===== config.mk =====
export PLATFORM = sky130hd
export DESIGN_NAME = bms_frame_status_led_controller_core
export DESIGN_NICKNAME = d
export VERILOG_FILES = /design/src/hw/rtl/bfsl_pkg.sv /design/src/hw/rtl/bfsl_cfg_regs.sv /design/src/hw/rtl/bfsl_in_stage.sv /design/src/hw/rtl/bfsl_status_core.sv /design/src/hw/rtl/bfsl_out_stage.sv /design/src/hw/rtl/bms_frame_status_led_controller_core.sv
export SDC_FILE = /design/constraint.sdc
export NUM_CORES = 1
export LEC_CHECK = 0
export BUFFER_PORTS_ARGS = -buffer_cell sky130_fd_sc_hd__buf_2
export CORE_MARGIN = 3
export CORE_UTILIZATION = 25
export DETAILED_ROUTE_END_ITERATION = 7
export HOLD_SLACK_MARGIN = 0.15
export REMOVE_ABC_BUFFERS = 1
export SYNTH_ARGS = -nofsm -noshare
export SYNTH_HDL_FRONTEND = slang
export SYNTH_SLANG_ARGS = --single-unit

===== constraint.sdc =====
create_clock -name clk -period 8.4 [get_ports clk]
set_input_delay 0.42 -clock clk [delete_from_list [all_inputs] [get_ports clk]]
set_output_delay 0.42 -clock clk [all_outputs]
set_load 0.03 [all_outputs]

===== src/hw/rtl/bfsl_pkg.sv =====
// ----------------------------------------------------------------------------
// bfsl_pkg
// Shared types and constants for the frame status LED controller: frame
// identifiers, blink mode slots, indicator codes and the bundles that pass
// between the input stage, the status core and the output stage.
// ----------------------------------------------------------------------------
`default_nettype none

package bfsl_pkg;

    // field widths
    localparam int unsigned IdW     = 29;
    localparam int unsigned LenW    = 4;
    localparam int unsigned DataW   = 64;
    localparam int unsigned LevelW  = 8;
    localparam int unsigned MsW     = 16;
    localparam int unsigned TimeW   = 32;
    localparam int unsigned CfgIdxW = 3;
    localparam int unsigned CfgDataW = 16;

    // default pwm resolution
    localparam int unsigned PwmBitsDefault = 8;

    // input commands
    localparam logic CMD_TICK  = 1'b0;
    localparam logic CMD_FRAME = 1'b1;

    // frame identifiers of interest
    localparam logic [IdW-1:0] ID_MODE    = 29'h05FF4609;
    localparam logic [IdW-1:0] ID_POWER   = 29'h05FF4000;
    localparam logic [IdW-1:0] ID_CURRENT = 29'h05FF4001;

    // blink mode slots
    localparam int unsigned MODE_FAULT   = 0;
    localparam int unsigned MODE_CELEB   = 1;
    localparam int unsigned MODE_STANDBY = 2;
    localparam int unsigned NumModes     = 3;

    // full-power status value in byte 0
    localparam logic [7:0] MODE_FULL_POWER = 8'd3;

    // configuration register indexes
    typedef enum logic [CfgIdxW-1:0] {
        REG_RED_LEVEL      = 3'd0,
        REG_GREEN_LEVEL    = 3'd1,
        REG_COMMON_ANODE   = 3'd2,
        REG_FAULT_BLINK    = 3'd3,
        REG_CELEB_BLINK    = 3'd4,
        REG_CELEB_WINDOW   = 3'd5,
        REG_STANDBY_BLINK  = 3'd6
    } reg_idx_t;

    // register reset values
    localparam logic [LevelW-1:0] RED_LEVEL_RST      = 8'd14;
    localparam logic [LevelW-1:0] GREEN_LEVEL_RST    = 8'd14;
    localparam logic [MsW-1:0]    FAULT_BLINK_RST    = 16'd250;
    localparam logic [MsW-1:0]    CELEB_BLINK_RST    = 16'd200;
    localparam logic [MsW-1:0]    CELEB_WINDOW_RST   = 16'd1000;
    localparam logic [MsW-1:0]    STANDBY_BLINK_RST  = 16'd1000;

    // indicator codes
    typedef enum logic [1:0] {
        IND_STANDBY = 2'd0,
        IND_CELEB   = 2'd1,
        IND_ACTIVE  = 2'd2,
        IND_FAULT   = 2'd3
    } ind_t;

    // configuration bundle
    typedef struct packed {
        logic [LevelW-1:0] red_level;
        logic [LevelW-1:0] green_level;
        logic              common_anode;
        logic [MsW-1:0]    fault_blink_ms;
        logic [MsW-1:0]    celebrate_blink_ms;
        logic [MsW-1:0]    celebrate_window_ms;
        logic [MsW-1:0]    standby_blink_ms;
    } cfg_t;

    // one input item
    typedef struct packed {
        logic             cmd;
        logic             frame_extended;
        logic [IdW-1:0]   frame_id;
        logic [LenW-1:0]  frame_length;
        logic [DataW-1:0] frame_data;
    } item_t;

    // one result before polarity handling
    typedef struct packed {
        logic [LevelW-1:0] led_red;
        logic [LevelW-1:0] led_green;
        logic [LevelW-1:0] led_blue;
        ind_t              indicator;
        logic              full_power;
        logic              fault_active;
    } result_t;

endpackage : bfsl_pkg

`default_nettype wire


===== src/hw/rtl/bfsl_cfg_regs.sv =====
// ----------------------------------------------------------------------------
// bfsl_cfg_regs
// Configuration register file: seven write-only registers loaded through a
// plain write port; writes to unused indexes are dropped.
// ----------------------------------------------------------------------------
`default_nettype none

module bfsl_cfg_regs
(
    input  wire logic                            clk,
    input  wire logic                            rst_n,
    input  wire logic                            cfg_write,
    input  wire logic [bfsl_pkg::CfgIdxW-1:0]    cfg_index,
    input  wire logic [bfsl_pkg::CfgDataW-1:0]   cfg_data,
    output bfsl_pkg::cfg_t                       cfg
);

    bfsl_pkg::cfg_t cfg_reg;
    bfsl_pkg::cfg_t cfg_next;

    // decode the write
    always_comb
    begin
        cfg_next = cfg_reg;
        if (cfg_write)
        begin
            case (bfsl_pkg::reg_idx_t'(cfg_index))
                bfsl_pkg::REG_RED_LEVEL:
                    cfg_next.red_level = cfg_data[bfsl_pkg::LevelW-1:0];
                bfsl_pkg::REG_GREEN_LEVEL:
                    cfg_next.green_level = cfg_data[bfsl_pkg::LevelW-1:0];
                bfsl_pkg::REG_COMMON_ANODE:
                    cfg_next.common_anode = cfg_data[0];
                bfsl_pkg::REG_FAULT_BLINK:
                    cfg_next.fault_blink_ms = cfg_data;
                bfsl_pkg::REG_CELEB_BLINK:
                    cfg_next.celebrate_blink_ms = cfg_data;
                bfsl_pkg::REG_CELEB_WINDOW:
                    cfg_next.celebrate_window_ms = cfg_data;
                bfsl_pkg::REG_STANDBY_BLINK:
                    cfg_next.standby_blink_ms = cfg_data;
                default:
                    cfg_next = cfg_reg;
            endcase
        end
    end

    // register file
    always_ff @(posedge clk or negedge rst_n)
    begin
        if (!rst_n)
        begin
            cfg_reg.red_level           <= bfsl_pkg::RED_LEVEL_RST;
            cfg_reg.green_level         <= bfsl_pkg::GREEN_LEVEL_RST;
            cfg_reg.common_anode        <= 1'b0;
            cfg_reg.fault_blink_ms      <= bfsl_pkg::FAULT_BLINK_RST;
            cfg_reg.celebrate_blink_ms  <= bfsl_pkg::CELEB_BLINK_RST;
            cfg_reg.celebrate_window_ms <= bfsl_pkg::CELEB_WINDOW_RST;
            cfg_reg.standby_blink_ms    <= bfsl_pkg::STANDBY_BLINK_RST;
        end
        else
        begin
            cfg_reg <= cfg_next;
        end
    end

    assign cfg = cfg_reg;

endmodule : bfsl_cfg_regs

`default_nettype wire


===== src/hw/rtl/bfsl_in_stage.sv =====
// ----------------------------------------------------------------------------
// bfsl_in_stage
// Input register: captures one transaction and holds it until the status
// core consumes it, stalling the sender while it is held and cannot be consumed.
// ----------------------------------------------------------------------------
`default_nettype none

module bfsl_in_stage
(
    input  wire logic                          clk,
    input  wire logic                          rst_n,
    input  wire logic                          in_valid,
    output logic                               in_stall,
    input  wire bfsl_pkg::item_t               in_item,
    input  wire logic                          down_ready,
    output logic                               item_fire,
    output bfsl_pkg::item_t                    item
);

    logic            valid_reg;
    logic            valid_next;
    bfsl_pkg::item_t item_reg;
    logic            load;

    // consume when the output side can take a result
    assign item_fire = valid_reg && down_ready;
    assign in_stall  = valid_reg && !down_ready;
    assign load      = in_valid && !in_stall;

    always_comb
    begin
        valid_next = valid_reg;
        if (load)
        begin
            valid_next = 1'b1;
        end
        else if (item_fire)
        begin
            valid_next = 1'b0;
        end
    end

    // control
    always_ff @(posedge clk or negedge rst_n)
    begin
        if (!rst_n)
        begin
            valid_reg <= 1'b0;
        end
        else
        begin
            valid_reg <= valid_next;
        end
    end

    // payload
    always_ff @(posedge clk)
    begin
        if (load)
        begin
            item_reg <= in_item;
        end
    end

    assign item = item_reg;

endmodule : bfsl_in_stage

`default_nettype wire


===== src/hw/rtl/bfsl_status_core.sv =====
// ----------------------------------------------------------------------------
// bfsl_status_core
// Status core: millisecond clock, frame flag decode, activation tracking and
// the priority machine with its three blink timers and the LED levels.
// ----------------------------------------------------------------------------
`default_nettype none

module bfsl_status_core
(
    input  wire logic                clk,
    input  wire logic                rst_n,
    input  wire bfsl_pkg::cfg_t      cfg,
    input  wire logic                item_fire,
    input  wire bfsl_pkg::item_t     item,
    output bfsl_pkg::result_t        result
);

    localparam int unsigned TW = bfsl_pkg::TimeW;
    localparam int unsigned LW = bfsl_pkg::LevelW;
    localparam int unsigned NM = bfsl_pkg::NumModes;

    // architectural state
    logic [TW-1:0] time_reg,        time_next;
    logic          full_power_reg,  full_power_next;
    logic          overpower_reg,   overpower_next;
    logic          overcurrent_reg, overcurrent_next;
    logic          prev_active_reg, prev_active_next;
    logic          act_seen_reg,    act_seen_next;
    logic [TW-1:0] act_time_reg,    act_time_next;
    logic [TW-1:0] last_reg  [NM];
    logic [TW-1:0] last_next [NM];
    logic [NM-1:0] phase_reg,       phase_next;
    logic [LW-1:0] red_reg,         red_next;
    logic [LW-1:0] green_reg,       green_next;
    logic [LW-1:0] blue_reg,        blue_next;

    logic          is_frame;
    logic          len_ge4;
    logic          len_ge8;
    logic          fault;
    logic          rise;
    logic          in_window;
    logic [TW-1:0] since_act;
    logic [TW-1:0] interval [NM];
    logic [NM-1:0] due;
    bfsl_pkg::ind_t ind;

    // frame decode and millisecond clock
    assign is_frame = (item.cmd == bfsl_pkg::CMD_FRAME) && item.frame_extended;
    assign len_ge4  = item.frame_length[3] || item.frame_length[2];
    assign len_ge8  = item.frame_length[3];

    always_comb
    begin
        time_next        = time_reg + TW'(item.cmd == bfsl_pkg::CMD_TICK);
        full_power_next  = full_power_reg;
        overpower_next   = overpower_reg;
        overcurrent_next = overcurrent_reg;
        if (is_frame)
        begin
            if (item.frame_id == bfsl_pkg::ID_MODE && len_ge4)
            begin
                full_power_next = (item.frame_data[7:0] == bfsl_pkg::MODE_FULL_POWER);
            end
            else if (item.frame_id == bfsl_pkg::ID_POWER && len_ge8)
            begin
                overpower_next = (item.frame_data[63:56] != 8'd0);
            end
            else if (item.frame_id == bfsl_pkg::ID_CURRENT && len_ge4)
            begin
                overcurrent_next = (item.frame_data[31:24] != 8'd0);
            end
        end
    end

    // activation tracking
    assign fault            = overpower_next || overcurrent_next;
    assign rise             = full_power_next && !prev_active_reg;
    assign prev_active_next = full_power_next;
    assign act_seen_next    = act_seen_reg || rise;
    assign act_time_next    = rise ? time_next : act_time_reg;
    assign since_act        = time_next - act_time_next;
    assign in_window        = act_seen_next
                              && (since_act < TW'(cfg.celebrate_window_ms));

    // blink timers, one compare per mode
    assign interval[bfsl_pkg::MODE_FAULT]   = TW'(cfg.fault_blink_ms);
    assign interval[bfsl_pkg::MODE_CELEB]   = TW'(cfg.celebrate_blink_ms);
    assign interval[bfsl_pkg::MODE_STANDBY] = TW'(cfg.standby_blink_ms);

    always_comb
    begin
        for (int m = 0; m < NM; m++)
        begin
            due[m] = (time_next - last_reg[m]) >= interval[m];
        end
    end

    // priority machine and led levels
    always_comb
    begin
        for (int m = 0; m < NM; m++)
        begin
            last_next[m] = last_reg[m];
        end
        phase_next = phase_reg;
        red_next   = red_reg;
        green_next = green_reg;
        blue_next  = blue_reg;
        if (fault)
        begin
            ind = bfsl_pkg::IND_FAULT;
            if (due[bfsl_pkg::MODE_FAULT])
            begin
                last_next[bfsl_pkg::MODE_FAULT]  = time_next;
                phase_next[bfsl_pkg::MODE_FAULT] = !phase_reg[bfsl_pkg::MODE_FAULT];
                red_next   = phase_reg[bfsl_pkg::MODE_FAULT] ? '0 : cfg.red_level;
                green_next = '0;
                blue_next  = '0;
            end
        end
        else if (in_window)
        begin
            ind = bfsl_pkg::IND_CELEB;
            if (due[bfsl_pkg::MODE_CELEB])
            begin
                last_next[bfsl_pkg::MODE_CELEB]  = time_next;
                phase_next[bfsl_pkg::MODE_CELEB] = !phase_reg[bfsl_pkg::MODE_CELEB];
                red_next   = phase_reg[bfsl_pkg::MODE_CELEB] ? '0 : cfg.red_level;
                green_next = phase_reg[bfsl_pkg::MODE_CELEB] ? '0 : cfg.green_level;
                blue_next  = '0;
            end
        end
        else if (full_power_next)
        begin
            ind        = bfsl_pkg::IND_ACTIVE;
            red_next   = '0;
            green_next = cfg.green_level;
            blue_next  = '0;
        end
        else
        begin
            ind = bfsl_pkg::IND_STANDBY;
            if (due[bfsl_pkg::MODE_STANDBY])
            begin
                last_next[bfsl_pkg::MODE_STANDBY]  = time_next;
                phase_next[bfsl_pkg::MODE_STANDBY] = !phase_reg[bfsl_pkg::MODE_STANDBY];
                red_next   = phase_reg[bfsl_pkg::MODE_STANDBY] ? '0 : cfg.red_level;
                green_next = phase_reg[bfsl_pkg::MODE_STANDBY] ? '0 : cfg.green_level;
                blue_next  = '0;
            end
        end
    end

    // state update on each consumed transaction
    always_ff @(posedge clk or negedge rst_n)
    begin
        if (!rst_n)
        begin
            time_reg        <= '0;
            full_power_reg  <= 1'b0;
            overpower_reg   <= 1'b0;
            overcurrent_reg <= 1'b0;
            prev_active_reg <= 1'b0;
            act_seen_reg    <= 1'b0;
            act_time_reg    <= '0;
            for (int m = 0; m < NM; m++)
            begin
                last_reg[m] <= '0;
            end
            phase_reg <= '0;
            red_reg   <= '0;
            green_reg <= '0;
            blue_reg  <= '0;
        end
        else if (item_fire)
        begin
            time_reg        <= time_next;
            full_power_reg  <= full_power_next;
            overpower_reg   <= overpower_next;
            overcurrent_reg <= overcurrent_next;
            prev_active_reg <= prev_active_next;
            act_seen_reg    <= act_seen_next;
            act_time_reg    <= act_time_next;
            for (int m = 0; m < NM; m++)
            begin
                last_reg[m] <= last_next[m];
            end
            phase_reg <= phase_next;
            red_reg   <= red_next;
            green_reg <= green_next;
            blue_reg  <= blue_next;
        end
    end

    // result of the current transaction
    assign result.led_red      = red_next;
    assign result.led_green    = green_next;
    assign result.led_blue     = blue_next;
    assign result.indicator    = ind;
    assign result.full_power   = full_power_next;
    assign result.fault_active = fault;

endmodule : bfsl_status_core

`default_nettype wire


===== src/hw/rtl/bfsl_out_stage.sv =====
// ----------------------------------------------------------------------------
// bfsl_out_stage
// Output register: applies the LED polarity to the levels and holds the
// result transaction until the receiver takes it.
// ----------------------------------------------------------------------------
`default_nettype none

module bfsl_out_stage
#(
    parameter int unsigned PWM_BITS = bfsl_pkg::PwmBitsDefault
)
(
    input  wire logic                          clk,
    input  wire logic                          rst_n,
    input  wire bfsl_pkg::cfg_t                cfg,
    input  wire logic                          load,
    input  wire bfsl_pkg::result_t             result,
    output logic                               ready,
    output logic                               out_valid,
    input  wire logic                          out_stall,
    output bfsl_pkg::result_t                  out_result
);

    localparam int unsigned LW = bfsl_pkg::LevelW;
    // inverted level keeps the low min(PWM_BITS, 8) bits of the complement
    localparam logic [LW-1:0] InvMask = (PWM_BITS >= LW) ? {LW{1'b1}}
                                        : LW'((1 << PWM_BITS) - 1);

    logic              valid_reg;
    logic              valid_next;
    bfsl_pkg::result_t result_reg;
    bfsl_pkg::result_t result_pol;

    assign ready = !valid_reg || !out_stall;

    // polarity
    always_comb
    begin
        result_pol = result;
        if (cfg.common_anode)
        begin
            result_pol.led_red   = ~result.led_red   & InvMask;
            result_pol.led_green = ~result.led_green & InvMask;
            result_pol.led_blue  = ~result.led_blue  & InvMask;
        end
    end

    always_comb
    begin
        valid_next = valid_reg;
        if (load)
        begin
            valid_next = 1'b1;
        end
        else if (!out_stall)
        begin
            valid_next = 1'b0;
        end
    end

    // control
    always_ff @(posedge clk or negedge rst_n)
    begin
        if (!rst_n)
        begin
            valid_reg <= 1'b0;
        end
        else
        begin
            valid_reg <= valid_next;
        end
    end

    // payload
    always_ff @(posedge clk)
    begin
        if (load)
        begin
            result_reg <= result_pol;
        end
    end

    assign out_valid  = valid_reg;
    assign out_result = result_reg;

endmodule : bfsl_out_stage

`default_nettype wire


===== src/hw/rtl/bms_frame_status_led_controller_core.sv =====
// ----------------------------------------------------------------------------
// bms_frame_status_led_controller_core
// Battery status LED controller: takes millisecond ticks and received frames,
// tracks the power and fault flags and drives an RGB LED pattern per item.
// ----------------------------------------------------------------------------
//
//  port group | direction | handshake            | payload
//  -----------+-----------+----------------------+------------------------------
//  input      | in        | in_valid / in_stall  | cmd, frame_* fields
//  output     | out       | out_valid / out_stall| pwm_*, indicator_state, flags
//  config     | in        | cfg_write            | cfg_index, cfg_data
//
//  one transaction per cycle sustained while out_stall stays low; an item
//  is held in the input register, then its result in the result register,
//  which drives the output
//  the status core updates its state in the cycle it consumes an item
//  reset clears the handshake, the status state and the registers to defaults
//  a stall on the output holds the result and backs up into in_stall
//
`default_nettype none

module bms_frame_status_led_controller_core
#(
    parameter int unsigned PWM_BITS = bfsl_pkg::PwmBitsDefault
)
(
    input  wire logic                              clk,
    input  wire logic                              rst_n,

    input  wire logic                              cfg_write,
    input  wire logic [bfsl_pkg::CfgIdxW-1:0]      cfg_index,
    input  wire logic [bfsl_pkg::CfgDataW-1:0]     cfg_data,

    input  wire logic                              in_valid,
    output logic                                   in_stall,
    input  wire logic                              cmd,
    input  wire logic                              frame_extended,
    input  wire logic [bfsl_pkg::IdW-1:0]          frame_id,
    input  wire logic [bfsl_pkg::LenW-1:0]         frame_length,
    input  wire logic [bfsl_pkg::DataW-1:0]        frame_data,

    output logic                                   out_valid,
    input  wire logic                              out_stall,
    output logic [bfsl_pkg::LevelW-1:0]            pwm_red,
    output logic [bfsl_pkg::LevelW-1:0]            pwm_green,
    output logic [bfsl_pkg::LevelW-1:0]            pwm_blue,
    output logic [1:0]                             indicator_state,
    output logic                                   full_power,
    output logic                                   fault_active
);

    bfsl_pkg::cfg_t    cfg;
    bfsl_pkg::item_t   in_item;
    bfsl_pkg::item_t   item;
    bfsl_pkg::result_t result;
    bfsl_pkg::result_t out_result;
    logic              item_fire;
    logic              down_ready;

    // gather the input fields
    assign in_item.cmd            = cmd;
    assign in_item.frame_extended = frame_extended;
    assign in_item.frame_id       = frame_id;
    assign in_item.frame_length   = frame_length;
    assign in_item.frame_data     = frame_data;

    // configuration registers
    bfsl_cfg_regs u_cfg_regs
    (
        .clk       (clk),
        .rst_n     (rst_n),
        .cfg_write (cfg_write),
        .cfg_index (cfg_index),
        .cfg_data  (cfg_data),
        .cfg       (cfg)
    );

    // input register
    bfsl_in_stage u_in_stage
    (
        .clk        (clk),
        .rst_n      (rst_n),
        .in_valid   (in_valid),
        .in_stall   (in_stall),
        .in_item    (in_item),
        .down_ready (down_ready),
        .item_fire  (item_fire),
        .item       (item)
    );

    // status and pattern logic
    bfsl_status_core u_status_core
    (
        .clk       (clk),
        .rst_n     (rst_n),
        .cfg       (cfg),
        .item_fire (item_fire),
        .item      (item),
        .result    (result)
    );

    // result register
    bfsl_out_stage
    #(
        .PWM_BITS (PWM_BITS)
    )
    u_out_stage
    (
        .clk        (clk),
        .rst_n      (rst_n),
        .cfg        (cfg),
        .load       (item_fire),
        .result     (result),
        .ready      (down_ready),
        .out_valid  (out_valid),
        .out_stall  (out_stall),
        .out_result (out_result)
    );

    // split the result onto its ports
    assign pwm_red         = out_result.led_red;
    assign pwm_green       = out_result.led_green;
    assign pwm_blue        = out_result.led_blue;
    assign indicator_state = out_result.indicator;
    assign full_power      = out_result.full_power;
    assign fault_active    = out_result.fault_active;

endmodule : bms_frame_status_led_controller_core

`default_nettype wire


==> flow_metrics.tcl, run 1 <==
set metrics [dict create \
    status "complete, no violations" \
    place_congestion 0.898 \
    grt_pass1_vias 19800 \
    critPathLaunchType "flip-flop" \
    clock.fmax_mhz 129 \
    critical_path_class "reg2reg" \
    syn_area_sq_um 24600 \
    synth-seq-cells 359 \
    largest_reg_flops 96 \
    post_cts_buffers 0 \
    relSlewSlack 0.272 \
    overflow 0 \
    synth_cell_types 107 \
    wl_met3_microns 3520 \
    end_kind "flip-flop" \
    power.total_uw 7260 \
    dr.pass1.iters 5 \
    seq_area_frac_synth 0.384 \
    critPathTopFamily "simple AND/OR/NAND/NOR gates" \
    first_iter_violations 1201 \
    rsz0062_at_grt "false" \
    timing.final.crit_period_ps 7750 \
    cts-buffers-inserted 41 \
    routed_wl_microns 68200 \
    htreeDepth 2 \
    timing.hold.ws_ps 193 \
    stdcell_count 4140 \
    antenna_cells 0 \
    die_y_microns 320 \
    post-dp-hpwl_microns 51200 \
    clock_skew_ps 27.8 \
    stdcell_area_sq_um 28800 \
    die_x_microns 320 \
    grt_usage 0.132 \
    postSynth.asyncResetShare 0.763 \
    drive_above_1_share 0.130 \
    final-setup-viol-count 0 \
    io_pins 153 \
    worstPathArrival_ps 8130 \
    p_per_area_nw_per_um2 252 \
    finalCritPeriodShare 0.922 \
    drc 0 \
    ant_nets 0 \
    cts_sinks 359 \
    worst_pin_slew_ps 1090 \
    initial_core_util 0.253 \
    area_growth_pct 17.2 \
    dieArea_sq_um 102000 \
    core_sq_um 97100 \
    viasPerCell 4.88 \
    slowest_delay_ps 440 \
    crit_top_cell "ha_1" \
    synth_warnings 0 \
    highest_layer "met5" \
    required_ps 8780 \
    hold_viol_final 0 \
    vias 20200 \
    clock_latency_ps 590 \
    cts_tree "yes" \
    grt_pass1_wl_microns 109000 \
    wl_met1_microns 32800 \
    synth_cells 2667 \
    syn_area_per_cell_sq_um 9.22 \
    placed_area_sq_um 26800 \
    vdd_ir_drop_max_mv 0.141 \
    slew_violations 0 \
    clk_path_buf_depth 3 \
    core.rowCount 114 \
    power_leakage_uw 0.0132 \
    grt_max_degree 147 \
    grt_antenna_before_repair 1 \
    min-delay-path-class "in2reg" \
    wire_per_inst_microns 16.5 \
    nNetsFinal 3143 \
    placed_cells 3998 \
    synthFlopType "dfrtp_1" \
    root_buffer "clkbuf_16" \
    crit_buf_inv 3 \
    path_clk_slew_ps 70 \
    dr_wl_met2_microns 29800 \
    slowest_stage "ha_1" \
    io_buffers 110 \
    worstPathMaxFanout 12 \
    synth-edff-count 85 \
    maxCapViolCount 0 \
]
-- power breakdown --
part / leakage [uW] / internal, uW / switching [uW]
Sequential: 0.00422 / 2060 / 125
Clock: 0.000663 / 1060 / 788
Combinational: 0.00833 / 1430 / 1800
Total: 0.0132 / 4550 / 2710
-- repair_timing --
action / CTS / global route
gates resized for setup: 0 / 6
hold buffers: 67 / 0
endpoints found under the hold margin: 125 / 0
setup endpoints to repair: 0 / 28
-- layout make-up --
type / count / area (sq um)
clock buffer: 49 / 1090
clock inverter: 26 / 275
fill: 10200 / 68300
inverter: 235 / 882
multi-input combinational: 1972 / 13900
sequential: 359 / 9440
tap: 1276 / 1600
timing repair buffer: 223 / 1630
-- worst register-to-register path, delay by kind of cell (launching register included) --
family / cells / cell delay, ps
AOI/OAI and AO/OA: 7 / 1660
xor gates and xnor gates: 1 / 250
adders and majority gates: 3 / 990
buffers and inverters: 3 / 400
DFF: 1 / 380
muxes: 2 / 700
and+or+nand+nor: 13 / 3180
-- through the flow --
stage / setup WS, ps / setup TNS (ps) / util
detailed placement: 569 / 0 / 0.275
floorplan: -938 / -34530 / -
global placement: 607 / 0 / 0.275
CTS: 512 / 0 / 0.296
finish: 653 / 0 / 0.297
global route: 25.9 / 0 / 0.297
-- worst paths after layout --
kind / startpoint / endpoint / slack [ps] / cells after the start
min reg2reg: u_status_core.phase_reg[2] / u_status_core.phase_reg[2] / 480 / 1
max: u_in_stage.item[98] / u_out_stage.out_result[20] / 650 / 29
min: cfg_data[8] / u_cfg_regs.cfg[40] / 190 / 3
max in group asynchronous: rst_n / u_status_core.act_time_reg[9] / 6710 / 3
min in group asynchronous: rst_n / u_status_core.blue_reg[3] / 420 / 2
max reg2reg: u_in_stage.item[98] / u_out_stage.out_result[20] / 650 / 29
-- cells by family (layout without fill, tap and decap cells) --
kind of cell	count (synthesis)	in the layout	synth area share
AND/OR/NAND/NOR	780	780	0.162
adder cells (fa/ha/maj)	189	189	0.0973
flip-flops	359	359	0.384
buffers and inverters	336	533	0.0530
AO/OA/AOI/OAI	750	750	0.201
multiplexers	107	107	0.0470
XOR/XNOR	146	146	0.0554
-- cells in the final DEF (no fill, tap or decap), types with 16 or more instances in the layout --
cell type	netlist	routed
nand3_1	47	47
nor4_1	19	18
o21a_1	41	41
o2111ai_1	17	17
nand2_1	232	231
inv_1	233	233
o21bai_1	18	18
a211oi_1	17	17
mux2i_1	42	42
nor3_1	39	39
a31oi_1	16	16
o211ai_1	23	23
a21oi_1	196	194
clkbuf_16	0	41
a21o_1	72	72
edfxtp_1	85	85
dfrtp_1	247	246
nor2_1	179	177
buf_4	0	42
a311oi_1	20	20
nand2b_1	30	30
and2_1	28	27
nand4_1	41	41
xor2_1	43	42
mux2_2	64	64
o21ai_0	176	176
a221oi_1	19	19
and3_1	38	38
nor2b_1	28	28
xnor2_1	97	97
ha_1	184	184
dlygate4sd3_1	0	67
buf_2	14	109
dfstp_2	27	27
-- per-layer routing --
layer,GRT usage,up-vias
li1,-,10000
met1,0.186,9610
met2,0.209,496
met3,0.0185,114
met4,0.0428,2
met5,0,-
-- cell usage after synthesis, drive strengths merged, types with 30 or more instances --
| library cell | number | share of area |
|---|---|---|
| mux2i | 42 | 0.017 |
| inv | 234 | 0.036 |
| and3 | 38 | 0.0097 |
| nor2 | 180 | 0.028 |
| o21ai | 185 | 0.038 |
| xnor2 | 97 | 0.035 |
| a21oi | 197 | 0.040 |
| xor2 | 43 | 0.015 |
| nand4 | 42 | 0.011 |
| ha | 184 | 0.094 |
| edfxtp | 85 | 0.10 |
| nand2b | 30 | 0.0076 |
| nand2 | 232 | 0.035 |
| dfrtp | 247 | 0.25 |
| mux2 | 65 | 0.030 |
| nand3 | 48 | 0.010 |
| nor3 | 41 | 0.0088 |
| o21a | 41 | 0.013 |
| clkbuf | 76 | 0.012 |
| a21o | 72 | 0.022 |
Power figures use the tool's default switching activity.
==> run 2, diff against run 1 <==
==> constraint.sdc (replaced) <==
create_clock -name clk -period 8.4 [get_ports clk]
set_input_delay 0.84 -clock clk [delete_from_list [all_inputs] [get_ports clk]]
set_output_delay 0.84 -clock clk [all_outputs]
set_load 0.03 [all_outputs]
==> run 2 against run 1 <==
Effect of this change: flip-flop and latch count unchanged; critical endpoint unchanged; clock power down 2%; highest routed layer is now met4; final area down 2.5%; critical path depth down 2; worst hold slack better by 51 ps; largest cell class unchanged; global-route usage down 0.41 points; wire length down 1.7%; power down 0.95%; core utilization down 0.74 points; clock-buffer cell count up 9; largest power group unchanged; cell count down 1.6%.
==> flow_metrics.tcl, run 2 (synthesis gave the netlist of run 1 again) <==
set metrics [dict create \
    grt_pass1_wl_microns 106000 \
    maxCapViolCount 0 \
    finalCritPeriodShare 0.930 \
    placed_area_sq_um 26800 \
    critical_path_class "reg2reg" \
    root_buffer "clkbuf_16" \
    dr.pass1.iters 7 \
    core.rowCount 114 \
    grt_pass1_vias 19200 \
    drive_above_1_share 0.131 \
    path_clk_slew_ps 60 \
    finalSetupTns_ps 0 \
    grt_usage 0.128 \
    required_ps 8770 \
    place_congestion 0.888 \
    cts_tree "yes" \
    routed_wl_microns 67000 \
    slowest_delay_ps 500 \
    clock.fmax_mhz 128 \
    crit_buf_inv 3 \
    worstPathArrival_ps 8170 \
    first_iter_violations 1415 \
    hold_buffers 0 \
    drc 0 \
    grt_max_degree 136 \
    slew_violations 0 \
    end_kind "flip-flop" \
    final-setup-viol-count 0 \
    hold_viol_final 0 \
    die_y_microns 320 \
    htreeDepth 2 \
    fillCellCount 10200 \
    timing.final.crit_period_ps 7810 \
    stdcell_area_sq_um 28100 \
    cts_sinks 359 \
    cts-buffers-inserted 41 \
    status "complete, no violations" \
    relSlewSlack 0.246 \
    worst_pin_slew_ps 1130 \
    nNetsFinal 3076 \
    min-delay-path-class "in2async" \
    mostFrequentLayoutCells "dfrtp_1 (246), inv_1 (233), nand2_1 (231)" \
    vias 20000 \
    post-dp-hpwl_microns 50800 \
    worstPathMaxFanout 12 \
    final_common_cell "dfrtp_1" \
    clock_skew_ps 16.3 \
    power_leakage_uw 0.0129 \
    rsz0062_at_grt "false" \
    critPathLaunchType "flip-flop" \
    clock_latency_ps 590 \
    largest_reg_flops 96 \
    core_sq_um 97100 \
    critPathTopFamily "simple AND/OR/NAND/NOR gates" \
    viasPerCell 4.92 \
    p_per_area_nw_per_um2 256 \
    crit_top_cell "ha_1" \
    overflow 0 \
    ant_nets 0 \
    initial_core_util 0.253 \
    vdd_ir_drop_max_mv 0.141 \
    clk_path_buf_depth 3 \
    slowest_stage "ha_1" \
    dieArea_sq_um 102000 \
    grt_antenna_before_repair 4 \
    area_growth_pct 14.3 \
    io_pins 153 \
    wire_per_inst_microns 16.4 \
    die_x_microns 320 \
    io_buffers 110 \
]
==> run 2: worst paths after layout <==
path	end	slack, ps	start	depth (start not counted)
worst max-delay path	u_out_stage.out_result[20]	590	u_in_stage.item[98]	27
worst min-delay path	u_status_core.blue_reg[3]	240	rst_n	1
worst max register to register	u_out_stage.out_result[20]	590	u_in_stage.item[98]	27
worst min register to register	u_status_core.phase_reg[2]	470	u_status_core.phase_reg[2]	1
max in group asynchronous	u_in_stage.valid_reg	6880	rst_n	2
min in group clk	u_in_stage.item[57]	430	frame_data[57]	1
==> run 2: stage by stage <==
step                setup slack [ps]  power (uW)  cells  utilization  hold slack [ps]
global route                    5.53        7760   4073        0.289              273
detailed placement               405        5410   3997        0.275              459
floorplan                       -938        4590   2566            -              432
finish                           591        7190   4075        0.289              245
global placement                 562        5350   3997        0.275              451
CTS                              381        7270   4072        0.289              246
==> run 2: repair_timing <==
item                                    4_1_cts  5_1_grt
setup buffers                                 0        1
gates resized for setup                       0        3
endpoints found under the setup margin        0       35
==> run 2: worst register-to-register path, cell delays in order (launching register included) <==
cell      delay [ps]
edfxtp_1         370
inv_1             70
ha_1             250
ha_1             280
and2_1           240
nand4_1          230
nor2_2           230
and3_1           240
and3_1           240
nand3_1          150
or2_2            360
nor2_1           170
buf_4            150
xnor2_1          220
inv_1            310
ha_1             500
a21o_1           220
a21o_1           160
a21oi_1          350
nand3_1          200
a211oi_1         400
or3_1            190
nand2_1           90
a211o_1          450
or2_1            430
mux2_4           400
or2_4            310
a311oi_1         380
==> run 2: area by class of cell <==
cell class | instances | area, sq um | area share
timing repair buffer | 156 | 956 | 0.0340
sequential | 359 | 9440 | 0.336
multi-input combinational | 1972 | 13900 | 0.494
clock buffer | 58 | 1180 | 0.0420
antenna | 2 | 5.00 | 0.000178
tap | 1276 | 1600 | 0.0568
inverter | 235 | 882 | 0.0314
clock inverter | 17 | 146 | 0.00521
==> run 2: power breakdown <==
| group | switching, uW | total (uW) | internal, uW |
|---|---|---|---|
| clock | 761 | 1800 | 1040 |
| combinational | 1780 | 3190 | 1410 |
| sequential | 137 | 2200 | 2060 |
| total | 2680 | 7190 | 4510 |
==> run 2: routing by layer <==
metal	vias up	global-route usage	share of wire
li1	9879	-	-
met1	9582	0.182	0.48
met2	484	0.202	0.44
met3	95	0.0178	0.052
met4	0	0.0395	0.026
met5	-	0	0
==> run 3, diff against run 2 <==
- RECOVER_POWER: unset -> 25
==> run 3 against run 2 <==
Effect of this change: the run now ends with max-capacitance violations, max-slew violations left; power barely moved; non-clock buffer count unchanged; sequential power barely moved; cell count unchanged; sequential share of layout area increased by 0.055 points; worst setup slack better by 70 ps; via count is 0.37% lower; final area decreased by 0.16%; first-iteration DRC count increased by 2.1%; register-to-register slack improved by 70 ps.
==> flow_metrics.tcl, run 3 (synthesis gave the netlist of run 1 again) <==
set metrics [dict create \
    grt_usage 0.128 \
    power_leakage_uw 0.0129 \
    die_x_microns 320 \
    grt_pass1_vias 19200 \
    critical_path_class "reg2reg" \
    setup_slack_ps 661 \
    power_frac_seq 0.306 \
    path_clk_slew_ps 60 \
    place_ws_ps 405 \
    io_buffers 110 \
    worst_pin_slew_ps 4310 \
    fillCellCount 10200 \
    clock.fmax_mhz 129 \
    timing.final.crit_period_ps 7740 \
    core_sq_um 97100 \
    drive_above_1_share 0.128 \
    die_y_microns 320 \
    overflow 0 \
    final_common_cell "dfrtp_1" \
    place_congestion 0.888 \
    required_ps 8770 \
    viasPerCell 4.90 \
    initial_core_util 0.253 \
    first_iter_violations 1445 \
    post-dp-hpwl_microns 50800 \
    stdcell_count 4075 \
    clock_skew_ps 17.4 \
    wire_per_inst_microns 16.4 \
    rrSetupSlack_ps 660 \
    p_sw_uw 2680 \
    area_growth_pct 14.1 \
    grt_antenna_before_repair 4 \
    comb_power_share 0.443 \
    critPathLaunchType "flip-flop" \
    end_kind "flip-flop" \
    multi_input_area_sq_um 13900 \
    switching_share 0.372 \
    hold_viol_final 0 \
    vias 20000 \
    pwr-share-clk 0.251 \
    stdcell_area_sq_um 28100 \
    worstPathArrival_ps 8110 \
    core.rowCount 114 \
    status "finished, violations left" \
    dieArea_sq_um 102000 \
    rsz0062_at_grt "false" \
    routed_wl_microns 66800 \
    io_pins 153 \
    worstPathMaxFanout 12 \
    drc 0 \
    min-delay-path-class "in2reg" \
    placed_cells 3997 \
    relSlewSlack -1.87 \
    seq_area_sq_um 9440 \
    p_per_area_nw_per_um2 256 \
    mostFrequentLayoutCells "dfrtp_1 (246), inv_1 (233), nand2_1 (231)" \
    nNetsFinal 3076 \
    slew_violations 215 \
    vdd_ir_drop_max_mv 0.142 \
    root_buffer "clkbuf_16" \
    dr.pass1.iters 7 \
    final-setup-viol-count 0 \
    cts_tree "yes" \
    clk_path_buf_depth 3 \
    violations "max-capacitance violations, max-slew violations" \
    maxCapViolCount 2 \
    placed_area_sq_um 26800 \
    grt_pass1_wl_microns 106000 \
    power.total_uw 7190 \
    hold_buffers 0 \
    htreeDepth 2 \
    grt_max_degree 136 \
    ant_nets 0 \
    cts-buffers-inserted 41 \
    largest_reg_flops 96 \
    clock_latency_ps 590 \
    cts_sinks 359 \
    finalCritPeriodShare 0.921 \
    intPower_uw 4510 \
]
[run 3: area by class of cell]
type / count / area share
timing repair buffer: 156 / 0.0326
tap: 1276 / 0.0569
inverter: 235 / 0.0314
clock inverter: 17 / 0.00522
multi-input combinational: 1972 / 0.495
clock buffer: 58 / 0.0421
antenna: 2 / 0.000178
sequential: 359 / 0.337
[run 3: stage by stage]
step	hold slack, ps	TNS (ps)	util
final	430	0	0.289
after global routing	402	0	0.289
after CTS	246	0	0.289
after detailed placement	459	0	0.275
after global placement	451	0	0.275
after floorplan	432	-34530	-
[run 3: power groups by stage]
stage          Clock (uW)  Sequential (uW)  Combinational [uW]
4_1_cts              1870             2200                3200
3_5_place_dp            0             2230                3180
3_3_place_gp            0             2220                3140
6_report             1800             2200                3180
2_1_floorplan           0             2250                2330
5_1_grt              1940             2230                3590
[run 3: path summary, 6_finish.rpt]
path,endpoint,start,cells past startpoint
setup reg to reg,u_out_stage.out_result[20],u_in_stage.item[98],27
min in group asynchronous,u_status_core.blue_reg[1],rst_n,1
hold / removal,u_in_stage.item[95],frame_id[27],1
max in group asynchronous,u_status_core.full_power_reg,rst_n,2
setup / recovery,u_out_stage.out_result[20],u_in_stage.item[98],27
hold reg to reg,u_status_core.phase_reg[2],u_status_core.phase_reg[2],1
[run 3: per-layer routing]
layer	vias to the layer above	track usage	part of all wire
li1	9881	-	-
met2	482	0.202	0.44
met4	2	0.0395	0.026
met1	9509	0.182	0.48
met5	-	0	0.00018
met3	91	0.0178	0.056
[run 3: critical path, stage by stage, from the launching register on]
cell      delay, ps
edfxtp_1        370
inv_1            70
ha_1            250
ha_1            280
and2_1          240
nand4_1         220
nor2_2          230
and3_1          240
and3_1          230
nand3_1         140
or2_2           360
nor2_1          170
buf_4           150
xnor2_1         210
inv_1           290
ha_1            490
a21o_1          220
a21o_1          160
a21oi_1         360
nand3_1         210
a211oi_1        400
or3_1           190
nand2_1          90
a211o_1         450
or2_1           420
mux2_4          400
or2_4           310
a311oi_1        360
[run 3: timing repair]
action | CTS | global route
gates resized for setup | 0 | 3
buffers inserted | 0 | 1
endpoints found under the setup margin | 0 | 35
